==> src/hdl/gcs_pkg.sv <==
package gcs_pkg;

	localparam int MAX_DIM   = 16;
	localparam int CELL_CAP  = 16;
	localparam int ID_BITS   = 32;

	localparam int NUM_CELLS = MAX_DIM * MAX_DIM * MAX_DIM;
	localparam int CELL_W    = $clog2(NUM_CELLS);
	localparam int SLOT_W    = $clog2(CELL_CAP);
	localparam int SLOTS     = NUM_CELLS * CELL_CAP;
	localparam int ADDR_W    = $clog2(SLOTS);

	// field widths fixed by the interface
	localparam int DIM_W   = 5;
	localparam int CMD_W   = 2;
	localparam int COORD_W = 4;
	localparam int SLOTF_W = 4;
	localparam int IDF_W   = 32;
	localparam int CNT_W   = 5;
	localparam int STAT_W  = 2;
	localparam int CFG_IDX_W = 2;

	localparam logic [CMD_W-1:0] CMD_APPEND = 2'd0;
	localparam logic [CMD_W-1:0] CMD_READ   = 2'd1;
	localparam logic [CMD_W-1:0] CMD_CLEAR  = 2'd2;

	localparam logic [STAT_W-1:0] ST_OK   = 2'd0;
	localparam logic [STAT_W-1:0] ST_OOR  = 2'd1;
	localparam logic [STAT_W-1:0] ST_SLOT = 2'd2;
	localparam logic [STAT_W-1:0] ST_FULL = 2'd3;

	localparam logic [CFG_IDX_W-1:0] REG_DIM_I = 2'd0;
	localparam logic [CFG_IDX_W-1:0] REG_DIM_J = 2'd1;
	localparam logic [CFG_IDX_W-1:0] REG_DIM_K = 2'd2;

	typedef struct packed {
		logic [CMD_W-1:0]   command;
		logic [COORD_W-1:0] cell_i;
		logic [COORD_W-1:0] cell_j;
		logic [COORD_W-1:0] cell_k;
		logic [SLOTF_W-1:0] slot;
		logic [IDF_W-1:0]   new_id;
	} in_item_t;

	typedef struct packed {
		logic [IDF_W-1:0]  id_out;
		logic [CNT_W-1:0]  count;
		logic [STAT_W-1:0] status;
	} out_item_t;

	typedef struct packed {
		logic              capture;
		logic              cnt_rd;
		logic              commit;
		logic              slot_rd;
		logic              load_slot;
		logic              clr_en;
		logic [CELL_W-1:0] clr_addr;
	} dp_cmd_t;

	typedef struct packed {
		logic read_ok;
	} dp_stat_t;

endpackage

==> src/hdl/gcs_ctrl.sv <==
module gcs_ctrl (
	input  logic              clk,
	input  logic              arst_n,
	input  logic              in_valid,
	output logic              in_stall,
	output logic              out_valid,
	input  logic              out_stall,
	input  gcs_pkg::dp_stat_t stat,
	output gcs_pkg::dp_cmd_t  cmd
);

	typedef enum logic [2:0] {
		S_CLEAR,
		S_IDLE,
		S_LIN,
		S_EXEC,
		S_SLOT
	} state_t;

	state_t                     state_q;
	logic [gcs_pkg::CELL_W-1:0] clr_q;
	logic                       out_valid_q;
	logic                       out_free;
	logic                       load;

	assign out_free  = !out_valid_q || !out_stall;
	assign in_stall  = (state_q != S_IDLE);
	assign out_valid = out_valid_q;

	always_comb begin
		cmd           = '0;
		cmd.clr_addr  = clr_q;
		cmd.clr_en    = (state_q == S_CLEAR);
		cmd.capture   = (state_q == S_IDLE) && in_valid;
		cmd.cnt_rd    = (state_q == S_LIN);
		cmd.slot_rd   = (state_q == S_EXEC) && stat.read_ok;
		cmd.commit    = (state_q == S_EXEC) && !stat.read_ok && out_free;
		cmd.load_slot = (state_q == S_SLOT) && out_free;
	end

	assign load = cmd.commit || cmd.load_slot;

	always_ff @(posedge clk or negedge arst_n) begin
		if (!arst_n) begin
			state_q     <= S_CLEAR;
			clr_q       <= '0;
			out_valid_q <= 1'b0;
		end else begin
			if (load) begin
				out_valid_q <= 1'b1;
			end else if (!out_stall) begin
				out_valid_q <= 1'b0;
			end
			unique case (state_q)
				S_CLEAR: begin
					clr_q <= clr_q + gcs_pkg::CELL_W'(1);
					if (&clr_q) begin
						state_q <= S_IDLE;
					end
				end
				S_IDLE: begin
					if (in_valid) begin
						state_q <= S_LIN;
					end
				end
				S_LIN: state_q <= S_EXEC;
				S_EXEC: begin
					if (stat.read_ok) begin
						state_q <= S_SLOT;
					end else if (out_free) begin
						state_q <= S_IDLE;
					end
				end
				S_SLOT: begin
					if (out_free) begin
						state_q <= S_IDLE;
					end
				end
				default: state_q <= S_IDLE;
			endcase
		end
	end

endmodule

==> config.mk <==
export PLATFORM = sky130hd
export DESIGN_NAME = gcs_ctrl
export DESIGN_NICKNAME = d
export VERILOG_FILES = /design/src/hdl/gcs_pkg.sv /design/src/hdl/gcs_ctrl.sv
export SDC_FILE = /design/constraint.sdc
export NUM_CORES = 1
export LEC_CHECK = 0
export ABC_AREA = 1
export BUFFER_PORTS_ARGS = -buffer_cell sky130_fd_sc_hd__buf_4
export CAP_MARGIN = 0
export CORE_MARGIN = 8
export CORE_UTILIZATION = 50
export CTS_CLUSTER_SIZE = 40
export DETAILED_ROUTE_END_ITERATION = 8
export MAX_ROUTING_LAYER = met4
export PLACE_DENSITY = 0.76
export RECOVER_POWER = 50
export SLEW_MARGIN = 20
export SYNTH_ARGS = -nofsm -noshare
export SYNTH_HDL_FRONTEND = slang
export SYNTH_SLANG_ARGS = --single-unit
==> constraint.sdc <==
create_clock -name clk -period 3.3 [get_ports clk]
set_input_delay 0.66 -clock clk [delete_from_list [all_inputs] [get_ports clk]]
set_output_delay 0.66 -clock clk [all_outputs]
set_load 0.1 [all_outputs]
# After elaboration in Yosys (flattened, before gate mapping)
# Cells that the tools add are included.
# totals
ramBits,0
memories,0
inputBits,5
mem_bits_ro,0
register_bits,16
out_inout_bits,20
latchBits,0
# op_classes
n_reduce_logical,13
order_cmp,0
bitwise,0
shifts,0
n_addsub,1
eq_ne,8
n_mul,0
mux,7
div,0
# ops
cell,n
$pmux 3 s5,1
$add 12x1->12 const B,1
$mux 3,4
$reduce_and 12->1,1
$eq 3x2->1 const B,2
$logic_and 1x1->1,5
$ne 2x1->1 const B,2
$eq 3x1->1 const B,1
$eq 3x3->1 const B,1
$logic_not 1->1,3
$logic_not 3->1,1
$ne 3x1->1 const B,1
$logic_or 1x1->1,2
$mux 1,2
$ne 2x2->1 const B,1
$reduce_and 2->1,1

# Logic depth before layout (Yosys ltp)
# Gate-level depths: netlist (run 1).
# depth
ltp_word,5
mapped_depth,7
depth_no_buf,7

# Worst setup path before layout (run 1)
# OpenSTA, ideal clock, no wires.
# synth_path
path_type,reg-to-output
start,register state_q[2]
end,output cmd[17] in the netlist's numbering
t_required_ns,2.640
stages_incl_launch_ff,4
arrival_ns,2.960
setup_slack_ns,-0.320
path_buffers,0
cell_sequence,dfrtp_1 > inv_1 > nand3_1 > nor2_1
# synth_lines
item,line_no,text
"start, declared",gcs_ctrl.sv:20,state_t state_q;
"start signal, assigned",gcs_ctrl.sv:45,state_q <= S_CLEAR;
"start signal, assigned",gcs_ctrl.sv:58,state_q <= S_IDLE;
"start signal, assigned",gcs_ctrl.sv:63,state_q <= S_LIN;
"end, declared",gcs_ctrl.sv:9,output gcs_pkg::dp_cmd_t cmd

==> results.ini, run 1 <==
[timing]
clock-skew-final_ns=0.0105
fin_setup_tns_ns=0
max_clock_freq_ghz=0.393
rsz0062_at_grt=no
drv_slew=0
worst_pin_slew_ns=0.845
fin_crit_ns=2.54
finalHoldWorstSlack_ns=0.440
hold_viol=0
setup_viol=0
post-route-period-util_pct=77.1
maxSlewHeadroom_pct=43.7

[routing]
wirelength_um=2230
postRouteAntennaNets=0
wl_per_cell_um=12.5
vias=873
drt-pass1-iter-count=4
drc_errors=0
drtIter0Drc=26
drt-vias-per-instance=4.88

[critical_path]
crit_chain=nor2_1 -> nand2_1 -> clkinvlp_2 -> buf_4
slowest_stage=dfrtp_1
worstSetupPathDepth=4
end_kind=output port
reg2reg_from=state_q[0]$_DFFE_PN0P_
worstSetupPathType=register to output port
timing.rr.end=clr_q[5]$_DFFE_PN0N_
worst_setup_path_start_kind=register
path_buf_inv=2
worst_ep_arrival_time_ns=1.88
reg2reg_slack_ns=1.62
path_max_fanout=9
crit_start=state_q[0]$_DFFE_PN0P_
endpoint=cmd[12]
cpPeakStageDelay_ns=0.43
reg2regPathDepth=7
critPathTopFamily=buffers and inverters
required_ns=2.64

[flow_run]
drv_cap=0

[floorplan]
die_h_um=59.5
num_io_pins=25
rows=15
start_util_pct=54.2
die-area_mm2=0.00354
design.core.area_mm2=0.00175
fp.dieW_um=59.5

[placement]
io_buffer_count=24
dp_cells=175
place_congestion=0.803
place_hpwl_um=1750

[global_routing]
antenna_found_initial=0
grt_pass1_wl_um=3910
grtUsageTotal_pct=14.7
grt_pass1_vias=881
global_route.overflow_total=0
grt_max_degree=17

[outcome]
status=complete, no violations

[cts]
cts_hold_buf=0
cts_buffer_depth=2
h-tree-depth=1
post_cts_buffers=0
cts_resized=0
cts-root-buf=clkbuf_4
worstSkewPairLatency_ns=0.29
clock_sinks=16
clkTransAtPathRegs_ns=0.10
cts_tree=yes
cts_made_buffers=3

[layout]
fin_util_pct=66.4
syn_to_final_growth_pct=22.5
antennaDiodeCount=0
nets=161
fin_cells=179
drive_gt1_share_pct=22.1

[yosys]
synth_top_area_cell=dfrtp_1
synthCells=126
yosys_warnings=0
synth.avg_cell_area_um2=7.51
yosys-top-cells-area=dfrtp_1 (42%), nand2_1 (15%), inv_1 (7.9%)
synth_top_area_share_pct=42.3
syn-num-nets=132
yosysSeqAreaShare_pct=42.3
ys_types=21
ys_seq_elements=16
syn_area_um2=946

[power]
leakagePower_nw=0.629
ir_drop_uv=869
power_mw=1.21
powerDensity_mw_per_mm2=1040

[min_path]
min_path_type=input pin to asynchronous set/reset pin

-- layout make-up --
type,instances,area [um^2]
clock buffer,4,36.3
timing repair buffer,24,176
multi-input combinational,89,434
fill,155,587
sequential,16,400
inverter,21,80.1
tap,25,31.3
-- power by group --
| group | switching [mW] | internal, mW |
|---|---|---|
| Combinational | 0.609 | 0.152 |
| Sequential | 0.0690 | 0.249 |
| Clock | 0.0610 | 0.0672 |
| Total | 0.739 | 0.468 |
-- routing by layer --
| metal | global-route usage [%] | part of all wire [%] |
|---|---|---|
| met4 | 3.06 | 0.63 |
| met3 | 4.77 | 6.6 |
| met5 | - | 0 |
| met2 | 24.3 | 51 |
| met1 | 17.0 | 42 |
-- kinds of logic after synthesis --
| kind of cell | after synthesis | share of synthesized area (%) |
|---|---|---|
| compound gates | 8 | 5.29 |
| xor+xnor | 7 | 6.48 |
| fa+ha+maj | 1 | 1.32 |
| buf+inv | 21 | 8.86 |
| flops | 16 | 42.3 |
| simple gates | 73 | 35.7 |
-- through the flow --
step	setup WS, ns	cell area, um^2
finish	0.755	1160
detailed placement	1.28	1160
global placement	1.32	1160
floorplan	0.125	948
CTS	1.07	1200
global route	0.636	1160
-- how the worst min path moves through the flow --
stage / startpoint / end / slack, ns / cells past startpoint
floorplan: arst_n / clr_q[0]$_DFFE_PN0N_ / 0.36 / 0
global placement: arst_n / clr_q[4]$_DFFE_PN0N_ / 0.53 / 1
detailed placement: arst_n / clr_q[4]$_DFFE_PN0N_ / 0.53 / 1
CTS: arst_n / clr_q[5]$_DFFE_PN0N_ / 0.21 / 1
global route: arst_n / clr_q[5]$_DFFE_PN0N_ / 0.52 / 1
finish: arst_n / clr_q[5]$_DFFE_PN0N_ / 0.44 / 1
-- cell usage after synthesis --
cell type   n
nand2_1    39
inv_1      20
dfrtp_1    16
nor2_1     12
nand3_1     9
xor2_1      5
nor2_2      4
nand4_1     3
nand2_2     2
nand2_4     2
nor2_4      2
o21ai_0     2
xnor2_1     2
a21oi_1     1
ha_1        1
inv_6       1
o21a_1      1
o21ai_1     1
o21ai_2     1
o21bai_1    1
o22ai_1     1
-- layout by cell type, fill, tap and decap left out --
cell type,count
o21ai_1,1
clkinvlp_2,1
nand2_2,1
nand2_1,41
o21ai_0,2
nor2_2,3
clkbuf_8,1
nand4_1,3
o21a_1,1
clkbuf_1,1
buf_4,23
o21ai_2,1
inv_1,20
nor2_1,15
o22ai_1,1
xnor2_1,2
o21bai_1,1
nand2_4,1
nand3_1,9
dfrtp_1,16
a21oi_1,1
xor2_1,5
ha_1,1
clkbuf_4,3
-- flip-flops by register name (all words and copies together) (netlist names) --
signal / cells
clr_q: 12
state_q: 3
out_valid: 1
(Power assumes the default switching activity.)
==> run 2, diff against run 1 <==
ABC_AREA = 0   (was 1)
CORE_UTILIZATION = 47   (was 50)
PLACE_DENSITY = 0.75   (was 0.76)
clock period = 2.4 ns   (was 3.3 ns; I/O delays follow)
==> run 2 against run 1 <==
Count of clock-buffer cells in the layout stayed put. Worst setup slack lost 0.45 ns. Critical endpoint is now cmd[15]. Die area is 11% lower. Cell count is 36% lower.
==> results.ini, run 2 <==
[outcome]
status=complete, no violations

[critical_path]
path_buf_inv=1
slowest_stage=dfrtp_1
worst_setup_path_start_kind=register
crit_chain=nor2b_1 -> nand2_1 -> nor3b_2 -> buf_4
worstSetupPathType=register to output port
required_ns=1.92
cpPeakStageDelay_ns=0.49
worst_ep_arrival_time_ns=1.61
path_max_fanout=6
end_kind=output port
critPathTopFamily=simple AND/OR/NAND/NOR gates

[global_routing]
global_route.overflow_total=0
grtUsageTotal_pct=10.7
grt_pass1_vias=637
grt_max_degree=17
grt_pass1_wl_um=2790
antenna_found_initial=0

[layout]
fin_cells=114
top_register=clr_q
fillerInstances=122
drive_gt1_share_pct=36.7
antennaDiodeCount=0
mostFrequentLayoutCell=buf_4
syn_to_final_growth_pct=33.6
largest_register_ffs=12
final_cell_mix=buf_4 (22), dfrtp_1 (16), nand2_1 (9)
nets=105

[cts]
cts_made_buffers=3
h-tree-depth=1
worstSkewPairLatency_ns=0.29
clock_sinks=16
cts_buffer_depth=2
cts-root-buf=clkbuf_4
cts_resized=0
clkTransAtPathRegs_ns=0.09
cts_tree=yes
post_cts_buffers=0
cts_hold_buf=0

[min_path]
min_path_type=input pin to asynchronous set/reset pin

[timing]
clock-skew-final_ns=0.000503
worst_pin_slew_ns=1.17
rsz0062_at_grt=no
fin_crit_ns=2.09
drv_slew=0
setup_viol=0
maxSlewHeadroom_pct=22.7
post-route-period-util_pct=87.3
hold_viol=0
max_clock_freq_ghz=0.477

[floorplan]
num_io_pins=25
design.core.area_mm2=0.00151
rows=14
fp.dieW_um=56.0
die-area_mm2=0.00314
start_util_pct=50.0
die_h_um=56.0

[routing]
wl_per_cell_um=14.1
drt-pass1-iter-count=4
drtIter0Drc=16
drc_errors=0
vias=608
drt-vias-per-instance=5.33
postRouteAntennaNets=0
wirelength_um=1610

[yosys]
synthCells=70
yosys-top-cells-area=dfrtp_1 (53%), xnor2_1 (7.0%), xor2_1 (5.8%)
ys_async_sr_fraction_pct=100
yosys_warnings=0
synth.avg_cell_area_um2=10.8
syn-num-nets=76
yosysSeqAreaShare_pct=53.2
ys_types=25
synth_ff_type=dfrtp_1
syn_area_um2=753
yosysMostFrequentCell=dfrtp_1
synth_edf_count=0
ys_seq_elements=16
synthTopCellsByCount=dfrtp_1 (16), nand2_1 (9), nor2_1 (7)
synth_top_area_cell=dfrtp_1
synth_top_area_share_pct=53.2

[placement]
io_buffer_count=24
place_congestion=0.865
dp_cells=110
place_hpwl_um=1240

[flow_run]
drv_cap=0

==> run 2: changes by cell type after synthesis, moves of 2 or more <==
cell | before | now
nor2_2 | 4 | 0
nor2_4 | 2 | 0
nor3b_1 | 0 | 2
inv_1 | 20 | 2
xnor2_1 | 2 | 6
nand3_1 | 9 | 3
nor2_1 | 12 | 7
nand2_2 | 2 | 0
nor2b_1 | 0 | 2
nand2_4 | 2 | 0
nand2_1 | 39 | 9
==> run 2: cell type report <==
type                       count  area [um^2]  area share (%)
sequential                    16          400            39.8
timing repair buffer          24          173            17.2
tap                           16         20.0            1.99
clock buffer                   4         36.3            3.61
inverter                       2         7.51           0.746
multi-input combinational     52          369            36.7
==> run 2: stage by stage <==
step,instance area [um^2],setup WS (ns),utilization [%],TNS (ns),hold slack (ns)
CTS,1010,0.297,67.3,0,0.0298
floorplan,777,-0.301,-,-0.301,0.184
global route,1010,0.209,66.8,0,0.350
global placement,977,0.659,64.9,0,0.347
detailed placement,977,0.630,64.9,0,0.350
finish,1010,0.305,66.8,0,0.254
==> run 2: layer usage <==
layer,GRT usage (%),share of wire [%],vias to the layer above
met5,-,0,-
met4,4.12,2.1,0
met3,3.20,6.7,7
met2,16.3,46,26
met1,12.8,46,276
li1,-,-,299
==> run 2: final timing paths <==
kind / start / slack [ns] / end / cells after the start
min in group clk: stat / 0.42 / out_valid$_DFFE_PN0P_ / 2
worst max-delay path: state_q[0]$_DFFE_PN0P_ / 0.31 / cmd[15] / 4
max in group asynchronous: arst_n / 1.64 / state_q[0]$_DFFE_PN0P_ / 1
worst min register to register: clr_q[10]$_DFFE_PN0N_ / 0.50 / clr_q[10]$_DFFE_PN0N_ / 1
worst max register to register: clr_q[3]$_DFFE_PN0N_ / 0.82 / state_q[0]$_DFFE_PN0P_ / 3
worst min-delay path: arst_n / 0.25 / out_valid$_DFFE_PN0P_ / 1
==> run 2: worst reg2reg max path: cells and delay by family (launching register included) <==
| family | cells | cell delay, ns |
|---|---|---|
| flops | 1 | 0.46 |
| compound gates | 1 | 0.23 |
| simple gates | 2 | 0.82 |
==> run 2: kinds of logic after synthesis <==
kind of cell	synth area share, %
multiplexers	1.49
AO/OA/AOI/OAI	5.65
flip-flops	53.2
XOR/XNOR	12.8
buffers and inverters	0.997
adder cells (fa/ha/maj)	1.66
AND/OR/NAND/NOR	24.3
Power of run 2 is left out: the tool's default activity adds up to more than one toggle a clock period on the data nets, which glitch-free logic cannot reach.
==> run 3, diff against run 2 <==
BUFFER_PORTS_ARGS = not set   (was -buffer_cell sky130_fd_sc_hd__buf_4)
CORE_UTILIZATION = 50   (was 47)
DONT_BUFFER_PORTS = 1   (was not set)
PLACE_DENSITY = not set   (was 0.75)
==> run 3 against run 2 <==
Non-clock buffer count shrank 4. Largest cell class unchanged. Count of clock-buffer cells in the layout decreased by 1. Worst setup slack worse by 0.087 ns.
==> results.ini, run 3 (synthesized netlist as in run 2, its figures left out) <==
[outcome]
status=complete, no violations

[cts]
cts_tree=yes
h-tree-depth=1
clkTransAtPathRegs_ns=0.09
cts-root-buf=clkbuf_4
worstSkewPairLatency_ns=0.27
cts_buffer_depth=2
clock_sinks=16
cts_made_buffers=3

[global_routing]
antenna_found_initial=0
grt_pass1_wl_um=2750
grt_max_degree=17
global_route.overflow_total=0
grtUsageTotal_pct=12.7
grt_pass1_vias=612

[routing]
drtIter0Drc=8
drt-vias-per-instance=5.34
wl_per_cell_um=14.2
postRouteAntennaNets=0
wirelength_um=1550
vias=582
drt-pass1-iter-count=3
drc_errors=0

[placement]
dp_cells=105
io_buffer_count=0
place_hpwl_um=1240
place_congestion=0.742
placed_area_um2=965

[layout]
final_cell_mix=dfrtp_1 (16), buf_4 (13), nand2_1 (9)
mostFrequentLayoutCell=dfrtp_1
top_register=clr_q
antennaDiodeCount=0
syn_to_final_growth_pct=28.9
fillerInstances=129
drive_gt1_share_pct=31.2
nets=101
largest_register_ffs=12
fin_util_pct=66.8
post-route-cell-area_um2=971
fin_cells=109

[floorplan]
design.core.area_mm2=0.00145
fp.dieW_um=54.8
rows=14
start_util_pct=51.8
die_h_um=54.8
num_io_pins=25
die-area_mm2=0.00300

[min_path]
min_path_type=input pin to register
hold_path.startpoint=stat
min_path_cells=1
hold-path-endpoint=out_valid$_DFFE_PN0P_

[critical_path]
path_max_fanout=8
worst_ep_arrival_time_ns=1.70
reg2reg_slack_ns=0.47
crit_chain=nor3_1 -> clkbuf_2
timing.rr.end=clr_q[1]$_DFFE_PN0N_
critPathTopFamily=buffers and inverters
reg2regPathDepth=3
worst_setup_path_start_kind=register
path_buf_inv=1
cpPeakStageDelay_ns=0.57
required_ns=1.92
slowest_stage=clkbuf_2
worstSetupPathType=register to output port
reg2reg_from=state_q[1]$_DFFE_PN0P_
end_kind=output port

[timing]
hold_viol=0
worst_pin_slew_ns=1.23
rsz0062_at_grt=no
max_clock_freq_ghz=0.458
setup_viol=0
post-route-period-util_pct=90.9
maxSlewHeadroom_pct=17.7
fin_crit_ns=2.18
drv_slew=0
clock-skew-final_ns=0.00166

[flow_run]
drv_cap=0

-- run 3: per-layer routing --
layer,share of wire [%],global-route usage (%),vias up
met4,0.90,6.15,0
met1,42,14.4,279
met5,0,-,-
met2,48,19.6,13
met3,8.6,4.35,2
li1,-,-,288
-- run 3: area by class of cell --
type | instances | area [um^2] | area share [%]
Clock buffer | 3 | 22.5 | 2.32
Inverter | 2 | 7.51 | 0.773
Multi-Input combinational cell | 52 | 370 | 38.1
Sequential cell | 16 | 400 | 41.2
Tap cell | 16 | 20.0 | 2.06
Timing Repair Buffer | 20 | 150 | 15.5
-- run 3: worst max path at each step --
stage / startpoint / end / slack [ns] / cells past startpoint
2_1_floorplan: out_valid$_DFFE_PN0P_ / cmd[15] / -0.30 / 2
3_3_place_gp: state_q[0]$_DFFE_PN0P_ / cmd[15] / 0.62 / 4
3_5_place_dp: state_q[0]$_DFFE_PN0P_ / cmd[15] / 0.61 / 4
4_1_cts: state_q[0]$_DFFE_PN0P_ / cmd[15] / 0.28 / 4
5_1_grt: state_q[1]$_DFFE_PN0P_ / cmd[12] / 0.08 / 2
6_report: state_q[1]$_DFFE_PN0P_ / cmd[12] / 0.22 / 2
-- run 3: stage by stage --
step	hold slack (ns)	setup slack [ns]	TNS, ns
after global placement	0.185	0.617	0
after detailed placement	0.185	0.607	0
final	0.315	0.218	0
after floorplan	0.184	-0.301	-0.301
after CTS	0.302	0.275	0
after global routing	0.304	0.0813	0
-- run 3: worst reg2reg max path: stages (launching register included) --
cell      delay [ns]
dfrtp_1         0.46
nor3_1          0.38
clkbuf_2        0.57
mux2_2          0.40
-- run 3: what timing repair did --
| action | CTS | global route |
|---|---|---|
| gates resized for setup | 0 | 0 |
| setup buffers | 0 | 0 |
| endpoints found under the hold margin | 16 | 0 |
| hold buffers | 1 | 0 |
Power of run 3 is left out for the same reason.
